**src/hw/rtl/uer_pkg.sv**
```systemverilog
`timescale 1ns / 1ps
// ----------------------------------------------------------------------------
// uer_pkg: shared types and constants for the ultrasonic echo ranger
// Phase encoding, request and register codes, and fixed-point constants.
// ----------------------------------------------------------------------------
package uer_pkg;

  localparam int unsigned TICK_W    = 17;
  localparam int unsigned TIMEOUT_W = 16;
  localparam int unsigned DIST_W    = 19;
  localparam int unsigned CFG_IDX_W = 2;
  localparam int unsigned FACTOR_W  = 11;
  localparam int unsigned PROD_W    = TICK_W + FACTOR_W;

  localparam logic [TICK_W-1:0]    TRIG_LOW_TICKS  = TICK_W'(5);
  localparam logic [TICK_W-1:0]    TRIG_HIGH_TICKS = TICK_W'(10);
  localparam logic [FACTOR_W-1:0]  Q8_FACTOR       = FACTOR_W'(1124);
  localparam logic [PROD_W-1:0]    Q8_ROUND        = PROD_W'(128);

  localparam logic [TIMEOUT_W-1:0] RISE_TIMEOUT_RST = TIMEOUT_W'(50000);
  localparam logic [TIMEOUT_W-1:0] FALL_TIMEOUT_RST = TIMEOUT_W'(50000);
  localparam logic [DIST_W-1:0]    STOP_THRESH_RST  = DIST_W'(7803);

  typedef enum logic [2:0] {
    PH_IDLE  = 3'd0,
    PH_TLOW  = 3'd1,
    PH_THIGH = 3'd2,
    PH_RISE  = 3'd3,
    PH_FALL  = 3'd4
  } phase_t;

  typedef enum logic [1:0] {
    REQ_TICK    = 2'd0,
    REQ_SINGLE  = 2'd1,
    REQ_NEAREST = 2'd2
  } req_t;

  typedef enum logic [CFG_IDX_W-1:0] {
    CFG_RISE_TIMEOUT = 2'd0,
    CFG_FALL_TIMEOUT = 2'd1,
    CFG_STOP_THRESH  = 2'd2
  } cfg_idx_t;

endpackage

```
**src/hw/rtl/ultrasonic_echo_ranger.sv**
```systemverilog
`timescale 1ns / 1ps
// ----------------------------------------------------------------------------
// ultrasonic_echo_ranger: two-sensor ultrasonic ranging controller
// Triggers front/rear sensors, times echo widths and reports distance in Q8 cm.
// ----------------------------------------------------------------------------
// Usage:
//   Input channel (in_valid/in_stall): one word per microsecond tick, with the
//   start request, sensor select and both sampled echo levels.
//   Output channel (out_valid/out_stall): one word per accepted input word,
//   carrying the trigger levels, busy/done flags and any distance report.
//   Config channel (cfg_valid/cfg_ready): cfg_ready is always high; write
//   index 0 rise timeout, 1 fall timeout, 2 stop threshold. Other indexes are
//   dropped. Write only while no measurement runs.
// Timing: the result word is registered and appears in the cycle after its
//   input word is accepted; one word per cycle while out_stall is low. One
//   combinational path (one 17x11 multiply, then compares) runs from the
//   input word and the measurement state to the result register.
// Reset: the configuration and state registers return to their reset values,
//   the sequencer goes idle and the output register empties.
// Stall: while a result word waits under out_stall, in_stall is raised and
//   the state holds; the input side resumes in the cycle the word is taken.
// ----------------------------------------------------------------------------
module ultrasonic_echo_ranger (
  input  logic                        clk,
  input  logic                        rst,
  // input channel
  input  logic                        in_valid,
  output logic                        in_stall,
  input  logic [1:0]                  req_type,
  input  logic                        sensor_sel,
  input  logic                        echo_front,
  input  logic                        echo_rear,
  // output channel
  output logic                        out_valid,
  input  logic                        out_stall,
  output logic                        trig_front,
  output logic                        trig_rear,
  output logic                        busy_res,
  output logic                        done_res,
  output logic                        range_valid,
  output logic [uer_pkg::DIST_W-1:0]  distance_q8,
  output logic                        nearest_is_rear,
  output logic                        obstacle,
  // config channel
  input  logic                        cfg_valid,
  output logic                        cfg_ready,
  input  logic [uer_pkg::CFG_IDX_W-1:0] cfg_index,
  input  logic [31:0]                 cfg_data
);
  import uer_pkg::*;

  // configuration
  logic [TIMEOUT_W-1:0] rise_timeout;
  logic [TIMEOUT_W-1:0] fall_timeout;
  logic [DIST_W-1:0]    stop_threshold;

  // measurement state
  phase_t              phase, phase_next;
  logic [TICK_W-1:0]   tick_count, tick_count_next;
  logic                current_sensor, current_sensor_next;
  logic                nearest_mode, nearest_mode_next;
  logic [DIST_W-1:0]   first_distance, first_distance_next;
  logic                first_valid, first_valid_next;

  logic                in_accept;
  logic                echo;
  logic [TICK_W-1:0]   tick_inc;
  logic [PROD_W-1:0]   scaled;
  logic [DIST_W-1:0]   fin_dist;
  logic                finished;
  logic                fin_valid;
  logic                chain_rear;

  // result word, combinational
  logic                trig;
  logic                res_done, res_valid, res_rear, res_obst;
  logic [DIST_W-1:0]   res_dist;

  assign cfg_ready = 1'b1;
  assign in_stall  = out_valid && out_stall;
  assign in_accept = in_valid && !in_stall;

  assign echo     = current_sensor ? echo_rear : echo_front;
  assign tick_inc = tick_count + TICK_W'(1);
  assign scaled   = (PROD_W'(tick_inc) * PROD_W'(Q8_FACTOR)) + Q8_ROUND;
  assign fin_dist = scaled[DIST_W+7:8];

  // wait outcomes for the sensor in flight
  always_comb begin
    finished  = 1'b0;
    fin_valid = 1'b0;
    if (phase == PH_RISE) begin
      finished = !echo && (tick_inc >= TICK_W'(rise_timeout));
    end else if (phase == PH_FALL) begin
      if (!echo) begin
        finished  = 1'b1;
        fin_valid = 1'b1;
      end else begin
        finished = tick_inc >= TICK_W'(fall_timeout);
      end
    end
  end

  // front half of a nearest measurement rolls over into the rear trigger
  assign chain_rear = nearest_mode && !current_sensor;

  // next state
  always_comb begin
    phase_next          = phase;
    tick_count_next     = tick_count;
    current_sensor_next = current_sensor;
    nearest_mode_next   = nearest_mode;
    first_distance_next = first_distance;
    first_valid_next    = first_valid;
    unique case (phase)
      PH_IDLE: begin
        if (req_type == REQ_SINGLE || req_type == REQ_NEAREST) begin
          nearest_mode_next   = (req_type == REQ_NEAREST);
          current_sensor_next = (req_type == REQ_NEAREST) ? 1'b0 : sensor_sel;
          phase_next          = PH_TLOW;
          tick_count_next     = TICK_W'(1);
        end
      end
      PH_TLOW: begin
        if (tick_count >= TRIG_LOW_TICKS) begin
          phase_next      = PH_THIGH;
          tick_count_next = TICK_W'(1);
        end else begin
          tick_count_next = tick_inc;
        end
      end
      PH_THIGH: begin
        if (tick_count >= TRIG_HIGH_TICKS) begin
          phase_next      = PH_RISE;
          tick_count_next = '0;
        end else begin
          tick_count_next = tick_inc;
        end
      end
      PH_RISE: begin
        if (echo) begin
          phase_next      = PH_FALL;
          tick_count_next = '0;
        end else if (!finished) begin
          tick_count_next = tick_inc;
        end
      end
      PH_FALL: begin
        if (!finished) begin
          tick_count_next = tick_inc;
        end
      end
      default: begin
        phase_next      = PH_IDLE;
        tick_count_next = '0;
      end
    endcase
    if (finished) begin
      if (chain_rear) begin
        first_distance_next = fin_valid ? fin_dist : '0;
        first_valid_next    = fin_valid;
        current_sensor_next = 1'b1;
        phase_next          = PH_TLOW;
        tick_count_next     = TICK_W'(1);
      end else begin
        phase_next      = PH_IDLE;
        tick_count_next = '0;
      end
    end
  end

  // result word
  always_comb begin
    trig      = 1'b0;
    res_done  = 1'b0;
    res_valid = 1'b0;
    res_dist  = '0;
    res_rear  = 1'b0;
    unique case (phase)
      PH_TLOW:  trig = tick_count >= TRIG_LOW_TICKS;
      PH_THIGH: trig = tick_count < TRIG_HIGH_TICKS;
      default:  trig = 1'b0;
    endcase
    if (finished && !chain_rear) begin
      res_done = 1'b1;
      if (nearest_mode) begin
        if (first_valid && fin_valid) begin
          res_valid = 1'b1;
          if (first_distance < fin_dist) begin
            res_dist = first_distance;
          end else begin
            res_dist = fin_dist;
            res_rear = 1'b1;
          end
        end else if (fin_valid) begin
          res_valid = 1'b1;
          res_dist  = fin_dist;
          res_rear  = 1'b1;
        end else if (first_valid) begin
          res_valid = 1'b1;
          res_dist  = first_distance;
        end
      end else if (fin_valid) begin
        res_valid = 1'b1;
        res_dist  = fin_dist;
        res_rear  = current_sensor;
      end
    end
    res_obst = res_valid && (res_dist <= stop_threshold);
  end

  // configuration registers
  always_ff @(posedge clk) begin
    if (rst) begin
      rise_timeout   <= RISE_TIMEOUT_RST;
      fall_timeout   <= FALL_TIMEOUT_RST;
      stop_threshold <= STOP_THRESH_RST;
    end else if (cfg_valid && cfg_ready) begin
      unique case (cfg_index)
        CFG_RISE_TIMEOUT: rise_timeout   <= cfg_data[TIMEOUT_W-1:0];
        CFG_FALL_TIMEOUT: fall_timeout   <= cfg_data[TIMEOUT_W-1:0];
        CFG_STOP_THRESH:  stop_threshold <= cfg_data[DIST_W-1:0];
        default: ;
      endcase
    end
  end

  // measurement state, advanced once per accepted word
  always_ff @(posedge clk) begin
    if (rst) begin
      phase          <= PH_IDLE;
      tick_count     <= '0;
      current_sensor <= 1'b0;
      nearest_mode   <= 1'b0;
      first_distance <= '0;
      first_valid    <= 1'b0;
    end else if (in_accept) begin
      phase          <= phase_next;
      tick_count     <= tick_count_next;
      current_sensor <= current_sensor_next;
      nearest_mode   <= nearest_mode_next;
      first_distance <= first_distance_next;
      first_valid    <= first_valid_next;
    end
  end

  // output register
  always_ff @(posedge clk) begin
    if (rst) begin
      out_valid <= 1'b0;
    end else if (in_accept) begin
      out_valid <= 1'b1;
    end else if (!out_stall) begin
      out_valid <= 1'b0;
    end
  end

  always_ff @(posedge clk) begin
    if (in_accept) begin
      trig_front      <= trig && !current_sensor;
      trig_rear       <= trig && current_sensor;
      busy_res        <= phase_next != PH_IDLE;
      done_res        <= res_done;
      range_valid     <= res_valid;
      distance_q8     <= res_dist;
      nearest_is_rear <= res_rear;
      obstacle        <= res_obst;
    end
  end

`ifndef SYNTHESIS
  a_done_idle: assert property (@(posedge clk) disable iff (rst)
    out_valid && done_res |-> !busy_res)
    else $error("report while still busy");

  a_obst_valid: assert property (@(posedge clk) disable iff (rst)
    out_valid && obstacle |-> range_valid && done_res)
    else $error("obstacle without valid report");

  a_invalid_zero: assert property (@(posedge clk) disable iff (rst)
    out_valid && !range_valid |-> distance_q8 == '0 && !nearest_is_rear)
    else $error("invalid report carries data");

  a_one_trig: assert property (@(posedge clk) disable iff (rst)
    out_valid |-> !(trig_front && trig_rear))
    else $error("both triggers driven");

  a_trig_busy: assert property (@(posedge clk) disable iff (rst)
    out_valid && (trig_front || trig_rear) |-> busy_res && !done_res)
    else $error("trigger outside a measurement");
`endif

endmodule

```
**config.mk**
```make
export PLATFORM = sky130hd
export DESIGN_NAME = ultrasonic_echo_ranger
export DESIGN_NICKNAME = d
export VERILOG_FILES = /design/src/hw/rtl/uer_pkg.sv /design/src/hw/rtl/ultrasonic_echo_ranger.sv
export SDC_FILE = /design/constraint.sdc
export NUM_CORES = 1
export LEC_CHECK = 0
export ABC_AREA = 1
export BUFFER_PORTS_ARGS = -buffer_cell sky130_fd_sc_hd__buf_2
export CORE_ASPECT_RATIO = 1.2
export CORE_MARGIN = 3
export CORE_UTILIZATION = 57
export DETAILED_ROUTE_END_ITERATION = 10
export PLACE_DENSITY_LB_ADDON = 0.25
export SYNTH_ARGS = -nofsm -noshare
export SYNTH_HDL_FRONTEND = slang
export SYNTH_SLANG_ARGS = --single-unit
```
**constraint.sdc**
```tcl
create_clock -name clk -period 21.2 [get_ports clk]
set_clock_uncertainty 0.1 [all_clocks]
set_input_delay 0 -clock clk [delete_from_list [all_inputs] [get_ports clk]]
set_output_delay 0 -clock clk [all_outputs]
set_load 0.01 [all_outputs]
```
Word level (Yosys, flattened, before mapping)
Cells that the tools add are included.
Storage, ports and cells
  register bits after elaboration: 120
  output and inout bits: 29
  word-level logic and storage cells: 108
Cells by class
  add/subtract/negate cells: 2
  $mul: 1
  order comparisons: 7
  equality and inequality tests: 10
  multiplexer cells: 47
  reductions and logical operators: 23
Operators with widths (count)
  19-bit 2-to-1 mux: 7
  17-bit 2-to-1 mux: 5
  17-bit case mux with 5 select lines: 1
  17-bit by 16-bit >= comparator with 1-bit output: 2
  27-bit by 8-bit adder with 27-bit output, second input constant: 1
  1-bit 2-to-1 mux: 27
  17-bit by 9-bit multiplier with 25-bit output, second input constant: 1
  19-bit less-or-equal comparator: 1
  19-bit less-than comparator: 1
  17-bit by 1-bit adder with 17-bit output, second input constant: 1
  17-bit by 3-bit >= comparator with 1-bit output, second input constant: 1
  17-bit by 4-bit >= comparator with 1-bit output, second input constant: 1
  17-bit by 4-bit less-than comparator with 1-bit output, second input constant: 1
  3-bit 2-to-1 mux: 5
  3-bit case mux with 5 select lines: 1
  1-bit logical AND: 9
  2-bit AND reduction: 4
  3-bit by 2-bit == test with 1-bit output, second input constant: 2
  3-bit AND reduction: 2
  2-bit by 1-bit == test with 1-bit output, second input constant: 2
  2-bit == test, second input constant: 2
  1-bit zero test: 4
  3-bit by 1-bit == test with 1-bit output, second input constant: 1
  3-bit == test, second input constant: 1
  7 further kinds: 7

Depth between registers and ports, before layout
  depth after elaboration: 10
  depth in mapped cells: 52

Least setup slack after synthesis
Ideal clock, no wire load.
  path type: reg-to-reg
  start: register tick_count[1]
  end: register obstacle, data pin
  arrival: 7.384 ns
  required time: 20.969 ns
  path slack: 13.585 ns
  stages on the path, launching flop included: 49
  period minus slack after synthesis: 7.615 ns
  cells stage by stage: dfxtp_1 nand4_1 nor2_1 inv_1 nor3_1 nand3_1 nor2_1 xor2_1 inv_1 ha_1 ha_1 inv_1 fa_1 fa_1 inv_1 ha_1 nand2_1 inv_1 [13 not listed] nand4_1 nor2_1 nand4_1 nand3_1 clkbuf_1 a21oi_1 a211oi_1 ha_1 a21oi_1 o21ai_0 a41oi_1 o221ai_1 nand2_1 nand2_1 nand2_1 nand3_1 nand2_1 and2_1
Between the ends
  cells in the longest elaborated chain, start to end: 10
RTL lines
  from (decl): line ultrasonic_echo_ranger.sv:59  | logic [TICK_W-1:0] tick_count, tick_count_next;
  from (signal assigned): line ultrasonic_echo_ranger.sv:239  | tick_count <= tick_count_next;
  17-bit by 1-bit adder with 17-bit output *: line ultrasonic_echo_ranger.sv:84  | assign tick_inc = tick_count + TICK_W'(1);
  17-bit by 9-bit multiplier with 25-bit output: line ultrasonic_echo_ranger.sv:85  | assign scaled = (PROD_W'(tick_inc) * PROD_W'(Q8_FACTOR)) + Q8_ROUND;
  27-bit by 8-bit adder with 27-bit output: line ultrasonic_echo_ranger.sv:85
  19-bit less-than comparator: line ultrasonic_echo_ranger.sv:189  | if (first_distance < fin_dist) begin
  19-bit 2-to-1 mux: line ultrasonic_echo_ranger.sv:189
  19-bit 2-to-1 mux: line ultrasonic_echo_ranger.sv:187  | if (first_valid && fin_valid) begin
  19-bit 2-to-1 mux: line ultrasonic_echo_ranger.sv:186  | if (nearest_mode) begin
  19-bit 2-to-1 mux *: line ultrasonic_echo_ranger.sv:184  | if (finished && !chain_rear) begin
  net res_dist[4]: line ultrasonic_echo_ranger.sv:77  | logic [DIST_W-1:0] res_dist;
  19-bit less-or-equal comparator *: line ultrasonic_echo_ranger.sv:209  | res_obst = res_valid && (res_dist <= stop_threshold);
  1-bit logical AND *: line ultrasonic_echo_ranger.sv:209
  net res_obst: line ultrasonic_echo_ranger.sv:76  | logic res_done, res_valid, res_rear, res_obst;
  to (signal assigned): line ultrasonic_echo_ranger.sv:267  | obstacle <= res_obst;
  to (decl): line ultrasonic_echo_ranger.sv:43  | output logic obstacle,
The timed path passes the listed nets; every way through them passes the cells marked *.
A chain may end at the register's enable or synchronous reset.

Worst setup path in the final report
Same ends and word-level chain as after synthesis.

==> out/metrics.csv <==
stage;metric;value;unit
critical_path;critical_path_class;flop to flop;
critical_path;r2r_cells;44;
global_route;grt_usage;28.11;%
logic_synthesis;ys_warn_count;0;
placed_design;port_buffers;58;
timing;period_needed;9.255;ns
detailed_routing;wl;28840;um
die;die-area;20530;um^2
critical_path;crit_path_frequent_cell;nand2_1;
logic_synthesis;ys.flop_type;dfxtp_1;
detailed_routing;drt_iter0_drc;885;
die;num_io_pins;73;
logic_synthesis;async_reset_ff_share;0;%
global_route;grt_first_pass_wirelength;47220;um
run;maxCapViolations;0;
die;fp.coreArea;18310;um^2
clock_tree;insertion_delay;0.43;ns
worst_hold_path;hp-class;input port to flop;
timing;slew_viol_final;0;
finish;final_common_cell;nand2_1;
die;initial_core_util;58.65;%
clock_tree;cts_max_path_buffers;2;
power_and_ir_drop;p_leak;0.006332;uW
critical_path;max_stage_delay;0.80;ns
timing;post-route-period-util;43.66;%
die;std_cell_rows;54;
clock_tree;cts_tree;done;
timing;hold_violations;0;
critical_path;cp-start-kind;flop;
die;die_w;131.3;um
detailed_routing;route.detailed.drc;0;
critical_path;arrival;9.46;ns
logic_synthesis;synth_seq_cells;120;
finish;drive_above_1_share;7.367;%
global_route;grt_start_max_net_pins;69;
critical_path;crit_family;simple AND/OR/NAND/NOR gates;
detailed_routing;via_per_inst;5.503;
critical_path;r2r_setup_slack;11.95;ns
power_and_ir_drop;power_density;78.23;nW/um^2
detailed_routing;wl_per_cell;15.11;um
finish;nNetsFinal;1851;
logic_synthesis;syn_avg_cell_area;6.814;um^2
timing;fmax;108.1;MHz
clock_tree;cts.htree.levels;4;
finish;area_growth;12.23;%
global_route;gr-total-overflow;0;
critical_path;crit_path_start;tick_count[1]$_SDFFE_PP0P_;
logic_synthesis;synthCells;1576;
logic_synthesis;synth_cell_types;48;
timing;slew_headroom;35.02;%
critical_path;critical_path_depth;44;
logic_synthesis;yosysSeqAreaShare;24.79;%
critical_path;crit_slowest_cell;xor2_1;
clock_tree;cts_made_buffers;17;
critical_path;required;21.40;ns
critical_path;crit_end;obstacle$_DFFE_PP_;
timing;fin_hold_ws;0.03372;ns
die;dieHeight;156.4;um
critical_path;worst-path-max-fanout;14;
finish;final_cell_mix;nand2_1, inv_1, ha_1, nor2_1, a21oi_1;
global_route;antenna_found_initial;1;
clock_tree;cts.sinks;120;
logic_synthesis;synth_edf_count;26;
timing;final.setup.tns;0;ns
logic_synthesis;synth.largest_area_cell;dfxtp_1;
global_route;first_global_vias;9777;
clock_tree;path_clk_slew;0.06;ns
placed_design;hpwlAfterDp;21400;um
logic_synthesis;synth.cell_area;10740;um^2
timing;setup_viol;0;
critical_path;crit_buf_inv;5;
clock_tree;post_cts_buffers;0;
timing;tightest_slew;0.9713;ns
logic_synthesis;syn_nets;1784;
logic_synthesis;yosysTopAreaCellShare;17.52;%
placed_design;place.gp.congestion;0.9370;
critical_path;r2r-start;tick_count[1]$_SDFFE_PP0P_;
detailed_routing;ant_nets;0;
clock_tree;clk_root_buffer_cell;clkbuf_16;
timing;rsz0062_at_grt;false;
detailed_routing;num_vias;10510;
logic_synthesis;yosys-top-cells-area;dfxtp_1, ha_1, nand2_1;
run_status;run_status;finished clean;
detailed_routing;dr.pass1.iters;6;
power_and_ir_drop;vdd_drop_max;0.00006631;V
critical_path;reg2reg_to;obstacle$_DFFE_PP_;
critical_path;end_kind;flop;
-- cells in the mapped netlist (2+ instances only) --
cell type / count
xnor2_1: 4
a211oi_1: 8
nand2_4: 2
a21o_1: 2
o21ai_1: 2
o21bai_1: 9
nor2_2: 6
nor4_1: 3
buf_4: 3
o211ai_1: 28
inv_2: 4
nor3_1: 18
and2_1: 3
dfxtp_1: 94
inv_1: 295
nand3b_1: 5
nand2_1: 361
buf_6: 4
nor3b_1: 2
xor2_1: 18
nand3_1: 96
buf_2: 3
clkbuf_1: 28
nand4_1: 33
fa_1: 25
o21ai_0: 101
nand2_2: 5
ha_1: 139
a21oi_1: 109
nor2_1: 123
edfxtp_1: 26
-- through the flow --
step	util, %	worst slack, ns	cell area [um^2]	instances	total power (uW)
3_3_place_gp	61.13	12.20	11190	1852	620.8
5_1_grt	65.83	10.89	12050	1909	1012
2_1_floorplan	-	13.59	10740	1576	542.1
4_1_cts	65.81	12.08	12050	1908	941.6
6_report	65.83	11.95	12050	1909	942.9
3_5_place_dp	61.13	12.13	11190	1852	632.5
-- logic make-up after synthesis --
family	after synthesis	synth area share (%)
adder cells (fa/ha/maj)	164	20.86
AND/OR/NAND/NOR	664	26.49
flip-flops	120	24.79
AO/OA/AOI/OAI	264	13.56
XOR/XNOR	22	1.794
other	1	0.03492
buffers and inverters	341	12.47
-- sequential cells by signal, summed over array words and instances (netlist names), 3 cells and up --
name / cells
distance_q8: 19
first_distance: 19
stop_threshold: 19
tick_count: 17
rise_timeout: 16
fall_timeout: 16
phase: 3
-- layout make-up --
class | count | area, um^2
Fill cell | 1602 | 6257
Clock buffer | 17 | 425.4
Multi-Input combinational cell | 1115 | 6748
Inverter | 301 | 1132
Sequential cell | 120 | 2663
Tap cell | 252 | 315.3
Antenna cell | 1 | 2.502
Clock inverter | 15 | 191.4
Timing Repair Buffer | 88 | 575.6
-- report_power, final --
group	leakage (uW)	internal [uW]	switching [uW]	total (uW)
Combinational	0.00500	124	260	385
Sequential	0.00103	245	7.82	253
Clock	0.000304	188	117	305
Total	0.00633	558	385	943
-- metal layers --
metal | global-route usage (%) | up-vias | routed length (um)
met5 | 0 | - | 0
met4 | 14.76 | 0 | 1410
met3 | 4.534 | 95 | 1859
met2 | 48.15 | 411 | 13710
met1 | 34.35 | 4750 | 11860
li1 | - | 5249 | -
-- worst min-delay path by stage --
stage                     slack [ns]                              to  cells past startpoint    startpoint
after global routing            0.04   rise_timeout[15]$_SDFFE_PP1P_                      4  cfg_index[1]
after detailed placement        0.17  stop_threshold[4]$_SDFFE_PP1P_                      3   cfg_data[4]
after floorplan                 0.01  stop_threshold[0]$_SDFFE_PP1P_                      2   cfg_data[0]
after global placement          0.16    fall_timeout[4]$_SDFFE_PP1P_                      3   cfg_data[4]
after CTS                      0.003   rise_timeout[14]$_SDFFE_PP1P_                      4  cfg_index[1]
final                           0.03    fall_timeout[4]$_SDFFE_PP1P_                      4  cfg_index[1]
-- repair_timing --
item / in CTS / in global routing
endpoints found under the setup margin: 0 / 0
endpoints found under the hold margin: 59 / 0
hold buffers: 24 / 0
gates resized for setup: 0 / 0
-- worst min-delay path: cells and delay by family --
kind	cells	cell delay, ns
compound gates	1	0.16
simple gates	1	0.07
buf+inv	2	0.30
(Power assumes the default switching activity.)
